`config.mk`:
```
export PLATFORM = sky130hd
export DESIGN_NAME = lpl_queue
export DESIGN_NICKNAME = d
export VERILOG_FILES = /design/src/sv/lpl_pkg.sv /design/src/sv/lpl_queue.sv
export SDC_FILE = /design/constraint.sdc
export NUM_CORES = 1
export LEC_CHECK = 0
export ABC_AREA = 1
export BUFFER_PORTS_ARGS = -buffer_cell sky130_fd_sc_hd__buf_2
export CAP_MARGIN = 10
export CORE_UTILIZATION = 56
export CTS_CLUSTER_SIZE = 8
export DETAILED_ROUTE_END_ITERATION = 16
export PLACE_DENSITY = 0.84
export SETUP_SLACK_MARGIN = 0.02
export SLEW_MARGIN = 10
export SYNTH_ARGS = -nofsm -noshare
export SYNTH_HDL_FRONTEND = slang
export SYNTH_SLANG_ARGS = --single-unit
```
`constraint.sdc`:
```
create_clock -name clk -period 6.5 [get_ports clk]
set_clock_uncertainty 0.1 [all_clocks]
set_input_delay 0 -clock clk [delete_from_list [all_inputs] [get_ports clk]]
set_output_delay 0 -clock clk [all_outputs]
set_load 0.01 [all_outputs]
```
`src/sv/lpl_pkg.sv`:
```
`default_nettype none
package lpl_pkg;

  // fixed-point format of gains and output samples
  localparam int FRAC_BITS    = 18;
  localparam int MAX_CHANNELS = 2;
  localparam int DEF_DEPTH    = 256;

  localparam int SAMPLE_W = 24;
  localparam int GAIN_W   = 19;
  localparam int OUT_W    = 20;

  localparam logic [GAIN_W-1:0] UNITY = GAIN_W'(1 << FRAC_BITS);

  // register reset values
  localparam logic [18:0] CEILING_RST   = 19'd233635;
  localparam logic [7:0]  LOOKAHEAD_RST = 8'd240;
  localparam logic [18:0] RELEASE_RST   = 19'd109;
  localparam logic [1:0]  CHANNELS_RST  = 2'd2;

  // register indexes (word address)
  localparam logic [1:0] REG_CEILING   = 2'd0;
  localparam logic [1:0] REG_LOOKAHEAD = 2'd1;
  localparam logic [1:0] REG_RELEASE   = 2'd2;
  localparam logic [1:0] REG_CHANNELS  = 2'd3;

  // request kinds
  localparam logic KIND_FRAME = 1'b0;
  localparam logic KIND_DRAIN = 1'b1;

  // classified item handed from front to back
  typedef struct packed {
    logic                kind;
    logic [SAMPLE_W-1:0] left;
    logic [SAMPLE_W-1:0] right;
    logic [GAIN_W-1:0]   needed;
  } item_t;

endpackage
`default_nettype wire

```
`src/sv/lpl_queue.sv`:
```
`default_nettype none
module lpl_queue (
  input  wire logic           clk,
  input  wire logic           rst,
  input  wire logic           wr_valid,
  output logic                wr_ready,
  input  wire lpl_pkg::item_t wr_item,
  output logic                rd_valid,
  input  wire logic           rd_ready,
  output lpl_pkg::item_t      rd_item
);
  // two-entry queue
  lpl_pkg::item_t slots [2];
  logic           wptr, rptr;
  logic [1:0]     count;
  logic           push, pop;

  assign wr_ready = (count != 2'd2);
  assign rd_valid = (count != 2'd0);
  assign rd_item  = slots[rptr];
  assign push     = wr_valid && wr_ready;
  assign pop      = rd_valid && rd_ready;

  always_ff @(posedge clk) begin
    if (push) slots[wptr] <= wr_item;
    if (rst) begin
      wptr  <= 1'b0;
      rptr  <= 1'b0;
      count <= 2'd0;
    end else begin
      if (push) wptr <= ~wptr;
      if (pop) rptr <= ~rptr;
      count <= count + 2'(push) - 2'(pop);
    end
  end
endmodule
`default_nettype wire

```
==> run_results.csv <==
group,metric,value,unit
hold_path,min_path_cells,3,
route,ant_nets,0,
hold_path,hold_class,"in2reg",
worst_setup_path,r2r_slack,4.21,ns
floorplanning,rows,34,
yosys,yosys_warnings,0,
yosys,synthTopCellsByCount,"136 x edfxtp_1, 48 x mux2_2, 20 x mux2_4, 9 x nor2_1",
yosys,synthTopCellsByArea,"edfxtp_1 78%, mux2_2 10%, mux2_4 5.7%",
yosys,synth_area,5241,sq um
run,cap_violations,0,
yosys,yosys.area.top_type,"edfxtp_1",
clock_tree,cts_tree,"built",
yosys,synth_edf_count,136,
floorplanning,die_w,98.75,microns
worst_setup_path,startpoint,"count[0]",
route,wire_per_inst,17.38,microns
yosys,syn_area_per_cell,21.05,sq um
power,peakVddDrop,273.7,uV
route,drt_wl_total,10340,microns
finish,utilization,0.8251,
worst_setup_path,crit_path_start_kind,"flop",
sta,fmax,436.1,MHz
route,drtIter0Drc,145,
power,switching_share,0.2617,
yosys,synthFlopType,"edfxtp_1",
finish,drive_gt1_frac,0.5031,
global_route,grt_pass1_wl,15950,microns
yosys,synth.net_count,323,
floorplanning,core_area,8891,sq um
floorplanning,die-height,98.75,microns
global_route,grt_max_degree,69,
sta,setup_slack,4.207,ns
yosys,netlist_instances,249,
finish,final_cell_area,7336,sq um
finish,area_growth,39.96,%
power,comb_power_share,0.210,
clock_tree,cts.clk_slew.worst_paths,0.06,ns
floorplanning,dieArea,9751,sq um
worst_setup_path,r2r-end,"slots[0][14]",
finish,diodes,0,
finish,final_nets,548,
sta,drv_slew,0,
worst_setup_path,cp.arrival,2.33,ns
power,power_leakage,2.873,nW
placement,gp_congestion,0.7440,
worst_setup_path,endpoint,"slots[0][14]",
route,vias,3051,
clock_tree,cts_sinks,141,
sta,hold_viol,0,
status,status,"finished clean",
worst_setup_path,reg2regPathDepth,5,
yosys,synth_top_area_share,0.7792,
placement,io_buffers,141,
sta,fin_setup_tns,0,ns
placement,dp_hpwl,5655,microns
route,firstDrtPassIters,4,
sta,period_share,0.3527,
power,sequentialPowerShare,0.449,
yosys,yosysMostFrequentCell,"edfxtp_1",
worst_setup_path,critPathMaxStageDelay,0.64,ns
power,powerDensity,376.2,nW/um^2
sta,post-route-min-period,2.293,ns
yosys,ys_seq_area_frac,0.7983,
floorplanning,start_util,0.5895,
yosys,synth-seq-cells,141,
power,power.internal,2.038,mW
sta,hold-worst-slack,0.09530,ns
worst_setup_path,crit_path_max_fanout,50,
power,p_switching,722.3,uW
clock_tree,cts_resized,0,
yosys,synth_compound_area_frac,0.001910,
yosys,yosys.area_share.simple,0.01504,
clock_tree,cts_buffers,17,
placement,placed_area,6036,sq um
worst_setup_path,r2r_start,"count[0]",
worst_setup_path,endpoint_kind,"flop",
yosys,synthMuxAreaShare,0.1604,
power,clkPwrFrac,0.341,
worst_setup_path,path_cells,"inv_1, nand2_1, nand2_1, nor2_4, buf_4",
clock_tree,worstSkewPairLatency,0.51,ns
clock_tree,cts_root_buffer,"clkbuf_8",
route,routed_via_density,5.128,
yosys,synthAdderAreaFrac,0.004774,
clock_tree,clk_path_buf_depth,2,
worst_setup_path,path_common_cell,"nand2_1",
yosys,async_reset_ff_frac,0,
route,drc,0,
worst_setup_path,cp_slowest_cell,"buf_4",
yosys,yosysUniqueCellTypes,13,
global_route,grt_pass1_vias,3259,
global_route,grt_use_total,0.2251,
global_route,antenna_found_initial,0,
worst_setup_path,path_class,"reg2reg",
global_route,gr-total-overflow,0,
yosys,synthXorXnorAreaFrac,0,
clock_tree,htreeDepth,4,
sta,slew_headroom,0.3224,
sta,setup_violations,0,
worst_setup_path,worst_ep_required_time,6.54,ns
placement,dp_slack,4.198,ns
sta,rsz0062_at_grt,"no",
yosys,synth_top_family_by_area,"multiplexers",
floorplanning,io_pins,142,
sta,tightest_slew,1.016,ns
==> cell type report <==
cell class              instances  area, sq um
clock buffers                  18        417.9
clock inverters                14        171.4
fillers                       418         1555
inverters                       8        30.03
multi-input cells              92        962.2
flip-flops and latches        141         4188
well taps                     108        135.1
repair buffers                214         1431
==> registers in the layout (all words and copies together), names as in the netlist, named ones only <==
name   count
count      2
rptr       1
slots    136
wptr       1
==> cells in the final DEF (no fill, tap or decap) <==
cell             n
mux2_2          48
buf_4            2
clkinv_2         3
dlygate4sd3_1   71
nor2_4           1
clkbuf_1         1
buf_2          141
clkinv_4         5
clkbuf_16       16
a21oi_1          2
nand2_1          8
dfxtp_1          4
clkbuf_8         1
mux2_4          20
nand3_1          3
bufinv_16        3
dfxtp_4          1
nor2_1           8
edfxtp_1       136
clkinvlp_4       3
ha_1             2
inv_2            1
inv_1            7
==> critical path, delay by kind of cell (launching register included) <==
kind,cells,cell delay (ns)
buffers and inverters,2,0.71
DFF,1,0.36
and+or+nand+nor,3,0.72
==> layer usage <==
| metal | wire (microns) | GRT usage | share of wire | up-vias |
|---|---|---|---|---|
| met3 | 707 | 0.08936 | 0.068 | 18 |
| met5 | 0 | 0 | 0 | - |
| met4 | 161 | 0.08726 | 0.016 | 0 |
| li1 | - | - | - | 1418 |
| met1 | 3885 | 0.2416 | 0.38 | 1480 |
| met2 | 5588 | 0.3986 | 0.54 | 135 |
==> per-stage QoR <==
stage | power (mW) | std cells
CTS | 2.771 | 595
global placement | 1.775 | 492
detailed placement | 1.798 | 492
global route | 2.870 | 595
floorplan | 1.602 | 249
finish | 2.760 | 595
==> power by group through the flow <==
stage	sequential (mW)	clock [mW]	combinational, mW
floorplan	1.20	0	0.400
global placement	1.25	0	0.526
detailed placement	1.26	0	0.539
CTS	1.24	0.952	0.577
global route	1.26	0.990	0.625
finish	1.24	0.940	0.580
==> logic make-up (layout without fill, tap and decap cells) <==
family          count (synthesis)  in the layout
flops                         141            141
mux                            68             68
buf+inv                        16            254
simple gates                   20             20
compound gates                  2              2
fa+ha+maj                       2              2
==> what timing repair did <==
item / 4_1_cts / 5_1_grt
hold buffers: 71 / 0
hold endpoints to repair: 159 / 0
setup buffers: 0 / 0
==> how the worst min path moves through the flow <==
stage          start  endpoint  slack (ns)
2_1_floorplan    rst  count[0]       -0.03
6_report         rst  count[0]         0.1
3_3_place_gp     rst  count[0]        0.07
5_1_grt          rst  count[0]        0.06
3_5_place_dp     rst  count[0]        0.08
4_1_cts          rst  count[0]        0.07
Power figures use the tool's default switching activity.
