File: config.mk
export PLATFORM = sky130hd
export DESIGN_NAME = lpl_front
export DESIGN_NICKNAME = d
export VERILOG_FILES = /design/src/sv/lpl_pkg.sv /design/src/sv/lpl_front.sv
export SDC_FILE = /design/constraint.sdc
export NUM_CORES = 1
export LEC_CHECK = 0
export BUFFER_PORTS_ARGS = -buffer_cell sky130_fd_sc_hd__buf_2
export CELL_PAD_IN_SITES_DETAIL_PLACEMENT = 0
export CELL_PAD_IN_SITES_GLOBAL_PLACEMENT = 1
export CORE_MARGIN = 5
export CORE_UTILIZATION = 40
export CTS_CLUSTER_DIAMETER = 80
export DETAILED_ROUTE_END_ITERATION = 6
export PLACE_DENSITY_LB_ADDON = 0.1
export SYNTH_ARGS = -nofsm -noshare
export SYNTH_HDL_FRONTEND = slang
export SYNTH_SLANG_ARGS = --single-unit
export TNS_END_PERCENT = 50
File: constraint.sdc
create_clock -name clk -period 17.3 [get_ports clk]
set_input_delay 5.19 -clock clk [delete_from_list [all_inputs] [get_ports clk]]
set_output_delay 5.19 -clock clk [all_outputs]
set_load 0.02 [all_outputs]
File: src/sv/lpl_pkg.sv
`default_nettype none
package lpl_pkg;

  // fixed-point format of gains and output samples
  localparam int FRAC_BITS    = 18;
  localparam int MAX_CHANNELS = 2;
  localparam int DEF_DEPTH    = 256;

  localparam int SAMPLE_W = 24;
  localparam int GAIN_W   = 19;
  localparam int OUT_W    = 20;

  localparam logic [GAIN_W-1:0] UNITY = GAIN_W'(1 << FRAC_BITS);

  // register reset values
  localparam logic [18:0] CEILING_RST   = 19'd233635;
  localparam logic [7:0]  LOOKAHEAD_RST = 8'd240;
  localparam logic [18:0] RELEASE_RST   = 19'd109;
  localparam logic [1:0]  CHANNELS_RST  = 2'd2;

  // register indexes (word address)
  localparam logic [1:0] REG_CEILING   = 2'd0;
  localparam logic [1:0] REG_LOOKAHEAD = 2'd1;
  localparam logic [1:0] REG_RELEASE   = 2'd2;
  localparam logic [1:0] REG_CHANNELS  = 2'd3;

  // request kinds
  localparam logic KIND_FRAME = 1'b0;
  localparam logic KIND_DRAIN = 1'b1;

  // classified item handed from front to back
  typedef struct packed {
    logic                kind;
    logic [SAMPLE_W-1:0] left;
    logic [SAMPLE_W-1:0] right;
    logic [GAIN_W-1:0]   needed;
  } item_t;

endpackage
`default_nettype wire

File: src/sv/lpl_front.sv
`default_nettype none
module lpl_front (
  input  wire logic                   clk,
  input  wire logic                   rst,
  input  wire logic [18:0]            ceiling,
  input  wire logic [1:0]             channels_in_use,
  input  wire logic                   in_valid,
  output logic                        in_ready,
  input  wire logic                   in_kind,
  input  wire logic [47:0]            in_data,
  output logic                        q_valid,
  input  wire logic                   q_ready,
  output lpl_pkg::item_t              q_item
);
  typedef enum logic [1:0] {F_IDLE, F_DIV, F_PUSH} fstate_t;

  localparam int CNT_W = $clog2(lpl_pkg::FRAC_BITS + 1);
  localparam int TOP_CH = (lpl_pkg::MAX_CHANNELS < 2) ? lpl_pkg::MAX_CHANNELS : 2;

  fstate_t                      state;
  lpl_pkg::item_t               item;
  logic [lpl_pkg::SAMPLE_W:0]   rem;
  logic [lpl_pkg::SAMPLE_W-1:0] peak;
  logic [CNT_W-1:0]             cnt;

  logic [1:0]                   nch;
  logic signed [23:0]           sl, sr;
  logic [23:0]                  mag_l, mag_r, peak_now;
  logic [lpl_pkg::SAMPLE_W+1:0] trial;

  // channel count clamp
  always_comb begin
    nch = channels_in_use;
    if (nch == 2'd0) nch = 2'd1;
    if (nch > 2'(TOP_CH)) nch = 2'(TOP_CH);
  end

  // peak over channels in use
  always_comb begin
    sl = in_data[23:0];
    sr = (nch > 2'd1) ? in_data[47:24] : 24'sd0;
    mag_l = sl[23] ? 24'(-sl) : 24'(sl);
    mag_r = sr[23] ? 24'(-sr) : 24'(sr);
    peak_now = (mag_r > mag_l) ? mag_r : mag_l;
  end

  assign trial    = {rem, 1'b0};
  assign in_ready = (state == F_IDLE);
  assign q_valid  = (state == F_PUSH);
  assign q_item   = item;

  // classify, then one quotient bit per cycle
  always_ff @(posedge clk) begin
    if (rst) begin
      state <= F_IDLE;
    end else begin
      unique case (state)
        F_IDLE: begin
          if (in_valid) begin
            item.kind   <= in_kind;
            item.left   <= in_data[23:0];
            item.right  <= (nch > 2'd1) ? in_data[47:24] : 24'd0;
            item.needed <= lpl_pkg::UNITY;
            peak        <= peak_now;
            rem         <= 25'(ceiling);
            cnt         <= '0;
            if (in_kind == lpl_pkg::KIND_FRAME && peak_now > 24'(ceiling)) begin
              state <= F_DIV;
            end else begin
              state <= F_PUSH;
            end
          end
        end
        F_DIV: begin
          if (trial >= 26'(peak)) begin
            rem         <= 25'(trial - 26'(peak));
            item.needed <= {item.needed[lpl_pkg::GAIN_W-2:0], 1'b1};
          end else begin
            rem         <= trial[lpl_pkg::SAMPLE_W:0];
            item.needed <= {item.needed[lpl_pkg::GAIN_W-2:0], 1'b0};
          end
          cnt <= cnt + 1'b1;
          if (cnt == CNT_W'(lpl_pkg::FRAC_BITS - 1)) state <= F_PUSH;
        end
        F_PUSH: begin
          if (q_ready) state <= F_IDLE;
        end
        default: state <= F_IDLE;
      endcase
    end
  end
endmodule
`default_nettype wire

==> flow_summary.json <==
{
  "outcome": "complete, no violations",
  "synth_edf_count": 122,
  "worstPathRequired_ns": 17.61,
  "critPathTopFamily": "simple AND/OR/NAND/NOR gates",
  "setup_ws_ns": 6.30,
  "syn_nets": 990,
  "finalWirelength_mm": 21.2,
  "path_buf_inv": 2,
  "die_w_um": 155,
  "syn2layout_area_growth_pct": 18.9,
  "fill_cells": 2049,
  "path_class": "primary input to flip-flop",
  "final_period_minus_worst_setup_slack_ns": 11.00,
  "min_to": "q_item[2]",
  "layout_commonest_cell": "buf_2",
  "hold_viol_final": 0,
  "cpPeakStageDelay_ns": 0.61,
  "core-area_um2": 20900,
  "drive_above_1_share": 0.200,
  "cts_tree": "done",
  "timing.final.crit_share": 0.636,
  "grt_pass1_wl_mm": 34.6,
  "irDropWorstVdd_uv": 67.1,
  "ioPinCount": 144,
  "power.density_nw_per_um2": 117,
  "ys_seq_area_frac": 0.439,
  "worst_pin_slew_ns": 0.721,
  "leakage_nw": 4.25,
  "synth_async_sr_flop_share": 0,
  "worstHoldPathCells": 1,
  "ys_top_cells_by_area": "edfxtp_1, ha_1, xor2_1, nor2_1, and2_1",
  "slowest_stage": "or4_1",
  "path_cells": "buf_2 > or4_4 > or4_4 > or2_4 > o41ai_2 > xor2_1 > ha_1 > nand4_1 > or4_1 > nor2_1 > o31a_1 > or4_1 > nand2_1 > buf_4 > nor2_1 > a21oi_1 > ha_1 > nand4_1 > nor3_1 > nand2_1 > o211a_1 > a221o_1 > o22ai_1 > nor2_1",
  "ys.flop_type": "edfxtp_1",
  "fin_setup_tns_ns": 0,
  "path_depth": 24,
  "avgRoutedWirePerCell_um": 16.7,
  "worst-endpoint-arrival_ns": 11.31,
  "critPathMaxFanout": 28,
  "synth_seq_cells": 124,
  "synth_top_area_cell": "edfxtp_1",
  "r2r.worst_path.cells": 10,
  "clock_latency_ns": 0.42,
  "syn_area_per_cell_um2": 10.0,
  "antenna_cells": 0,
  "dr.pass1.iters": 5,
  "synth_top_area_share": 0.434,
  "htreeDepth": 4,
  "instances_no_fill": 1272,
  "cts-resized-gates": 0,
  "gp_congestion": 0.791,
  "first_global_vias": 6639,
  "groute.usage.overall": 0.180,
  "dpl.cell_count": 1240,
  "route.antenna.remaining_nets": 0,
  "clk_transition_reported_paths_ns": 0.06,
  "cts_buffers": 17,
  "crit_path_end_kind": "flip-flop",
  "pre_cts_ws_ns": 5.84,
  "r2r_setup_slack_ns": 13.55,
  "slew_viol_final": 0,
  "hold_start": "q_item[1]",
  "dr.first_iter.drc_count": 279,
  "dieHeight_um": 155,
  "root_buffer": "clkbuf_16",
  "fin_skew_ns": 0.00962,
  "cp-start-kind": "primary input",
  "hold_class": "flip-flop to flip-flop",
  "ctsHoldBuffers": 0,
  "grt_overflow_total": 0,
  "port_buffers": 142,
  "synth_cells": 844,
  "grt_max_degree": 50,
  "rows": 53,
  "rr_startpoint": "rem[12]",
  "synth_warnings": 0,
  "nets": 1130,
  "fmax_ghz": 0.0909,
  "cap_violations": 0,
  "cp_common_cell": "nor2_1",
  "remaining_drc_errors": 0,
  "rsz0062_at_grt": "no",
  "cts.sinks": 124,
  "syn-cell-area_um2": 8450,
  "yosysUniqueCellTypes": 66,
  "cts.path.max_buffers": 2,
  "final_cell_mix": "buf_2, edfxtp_1, nor2_1",
  "die-area_um2": 24100,
  "hpwl_mm": 16.4,
  "vias": 6515,
  "cts_setup_buffers": 0,
  "start_util": 0.404,
  "slew_headroom": 0.520,
  "setup_viol": 0,
  "grt_antenna_before_repair": 1,
  "rr_endpoint": "rem[4]",
  "viasPerCell": 5.12
}
==> worst register-to-register path: stages (launching register included) <==
cell and delay, ns:
edfxtp_1 0.38, ha_1 0.41, a21oi_1 0.23, o21ai_0 0.17
or3_1 0.41, o211ai_1 0.29, o211ai_1 0.17, a41oi_2 0.64
buf_4 0.42, a2111oi_0 0.11, a311o_1 0.28
==> cell type report <==
type,instances,area [µm²],area share
inverters,58,218,0.0217
clock buffers,18,429,0.0428
multi-input cells,633,4430,0.441
repair buffers,150,771,0.0768
clock inverters,14,146,0.0146
flip-flops and latches,124,3700,0.369
well taps,275,344,0.0343
==> worst max-delay path by stage <==
stage / slack [ns] / end / startpoint
after global placement: 5.80 / state[1] / in_data[9]
after CTS: 6.27 / state[1] / in_data[9]
after global routing: 5.71 / state[1] / in_data[9]
after floorplan: 3.76 / peak[0] / rst
final: 6.30 / state[1] / in_data[9]
after detailed placement: 5.84 / state[1] / in_data[9]
==> routing by layer <==
metal	vias up	wire length [µm]	track usage
met4	2	322	0.0484
met2	125	9810	0.294
met5	-	7	0
li1	3378	-	-
met1	2988	9980	0.238
met3	22	1080	0.0456
==> synth_stat cells (6+ instances only) <==
library cell  number
edfxtp_1         122
nand2b_1          12
mux2i_1           19
xor2_1            42
nand3_1           15
nand2_1           63
nand4_1           14
nor3_1            15
a21oi_1           44
nor4_1             8
o21ai_0           38
ha_1              71
o31ai_1            9
o31a_1             6
or4_1              8
nor2b_1           16
or3_1              9
and2_1            39
or2_2              7
xnor2_1           15
inv_1             57
clkbuf_1          26
o21a_1            15
a21o_1            18
a31oi_1            7
o41ai_1            8
o211ai_1          12
nor2_1            72
==> registers in the layout (all words and copies together), names as in the netlist <==
signal / cells
q_item: 68
state: 2
rem: 25
cnt: 5
peak: 24
==> kinds of logic (layout without fill, tap and decap cells) <==
kind of cell | count (synthesis) | count (layout) | synth area share
XOR/XNOR | 58 | 58 | 0.0610
AO/OA/AOI/OAI | 189 | 189 | 0.150
AND/OR/NAND/NOR | 295 | 295 | 0.181
multiplexers | 19 | 19 | 0.0225
buffers and inverters | 87 | 240 | 0.0399
adder cells (fa/ha/maj) | 72 | 72 | 0.108
flip-flops | 124 | 124 | 0.439
==> where the power goes <==
part / internal, mW / switching [mW]
sequential: 0.394 / 0.0193
combinational: 0.155 / 0.253
clock: 0.212 / 0.139
==> metrics by stage <==
stage,area [µm²],power (mW),hold WS (ns),util
2_1_floorplan,8450,0.720,0.549,-
3_3_place_gp,9460,0.829,0.534,0.453
3_5_place_dp,9460,0.830,0.534,0.453
4_1_cts,10000,1.19,0.553,0.481
5_1_grt,10000,1.26,0.571,0.481
6_report,10000,1.17,0.547,0.481
(Power assumes the default switching activity.)
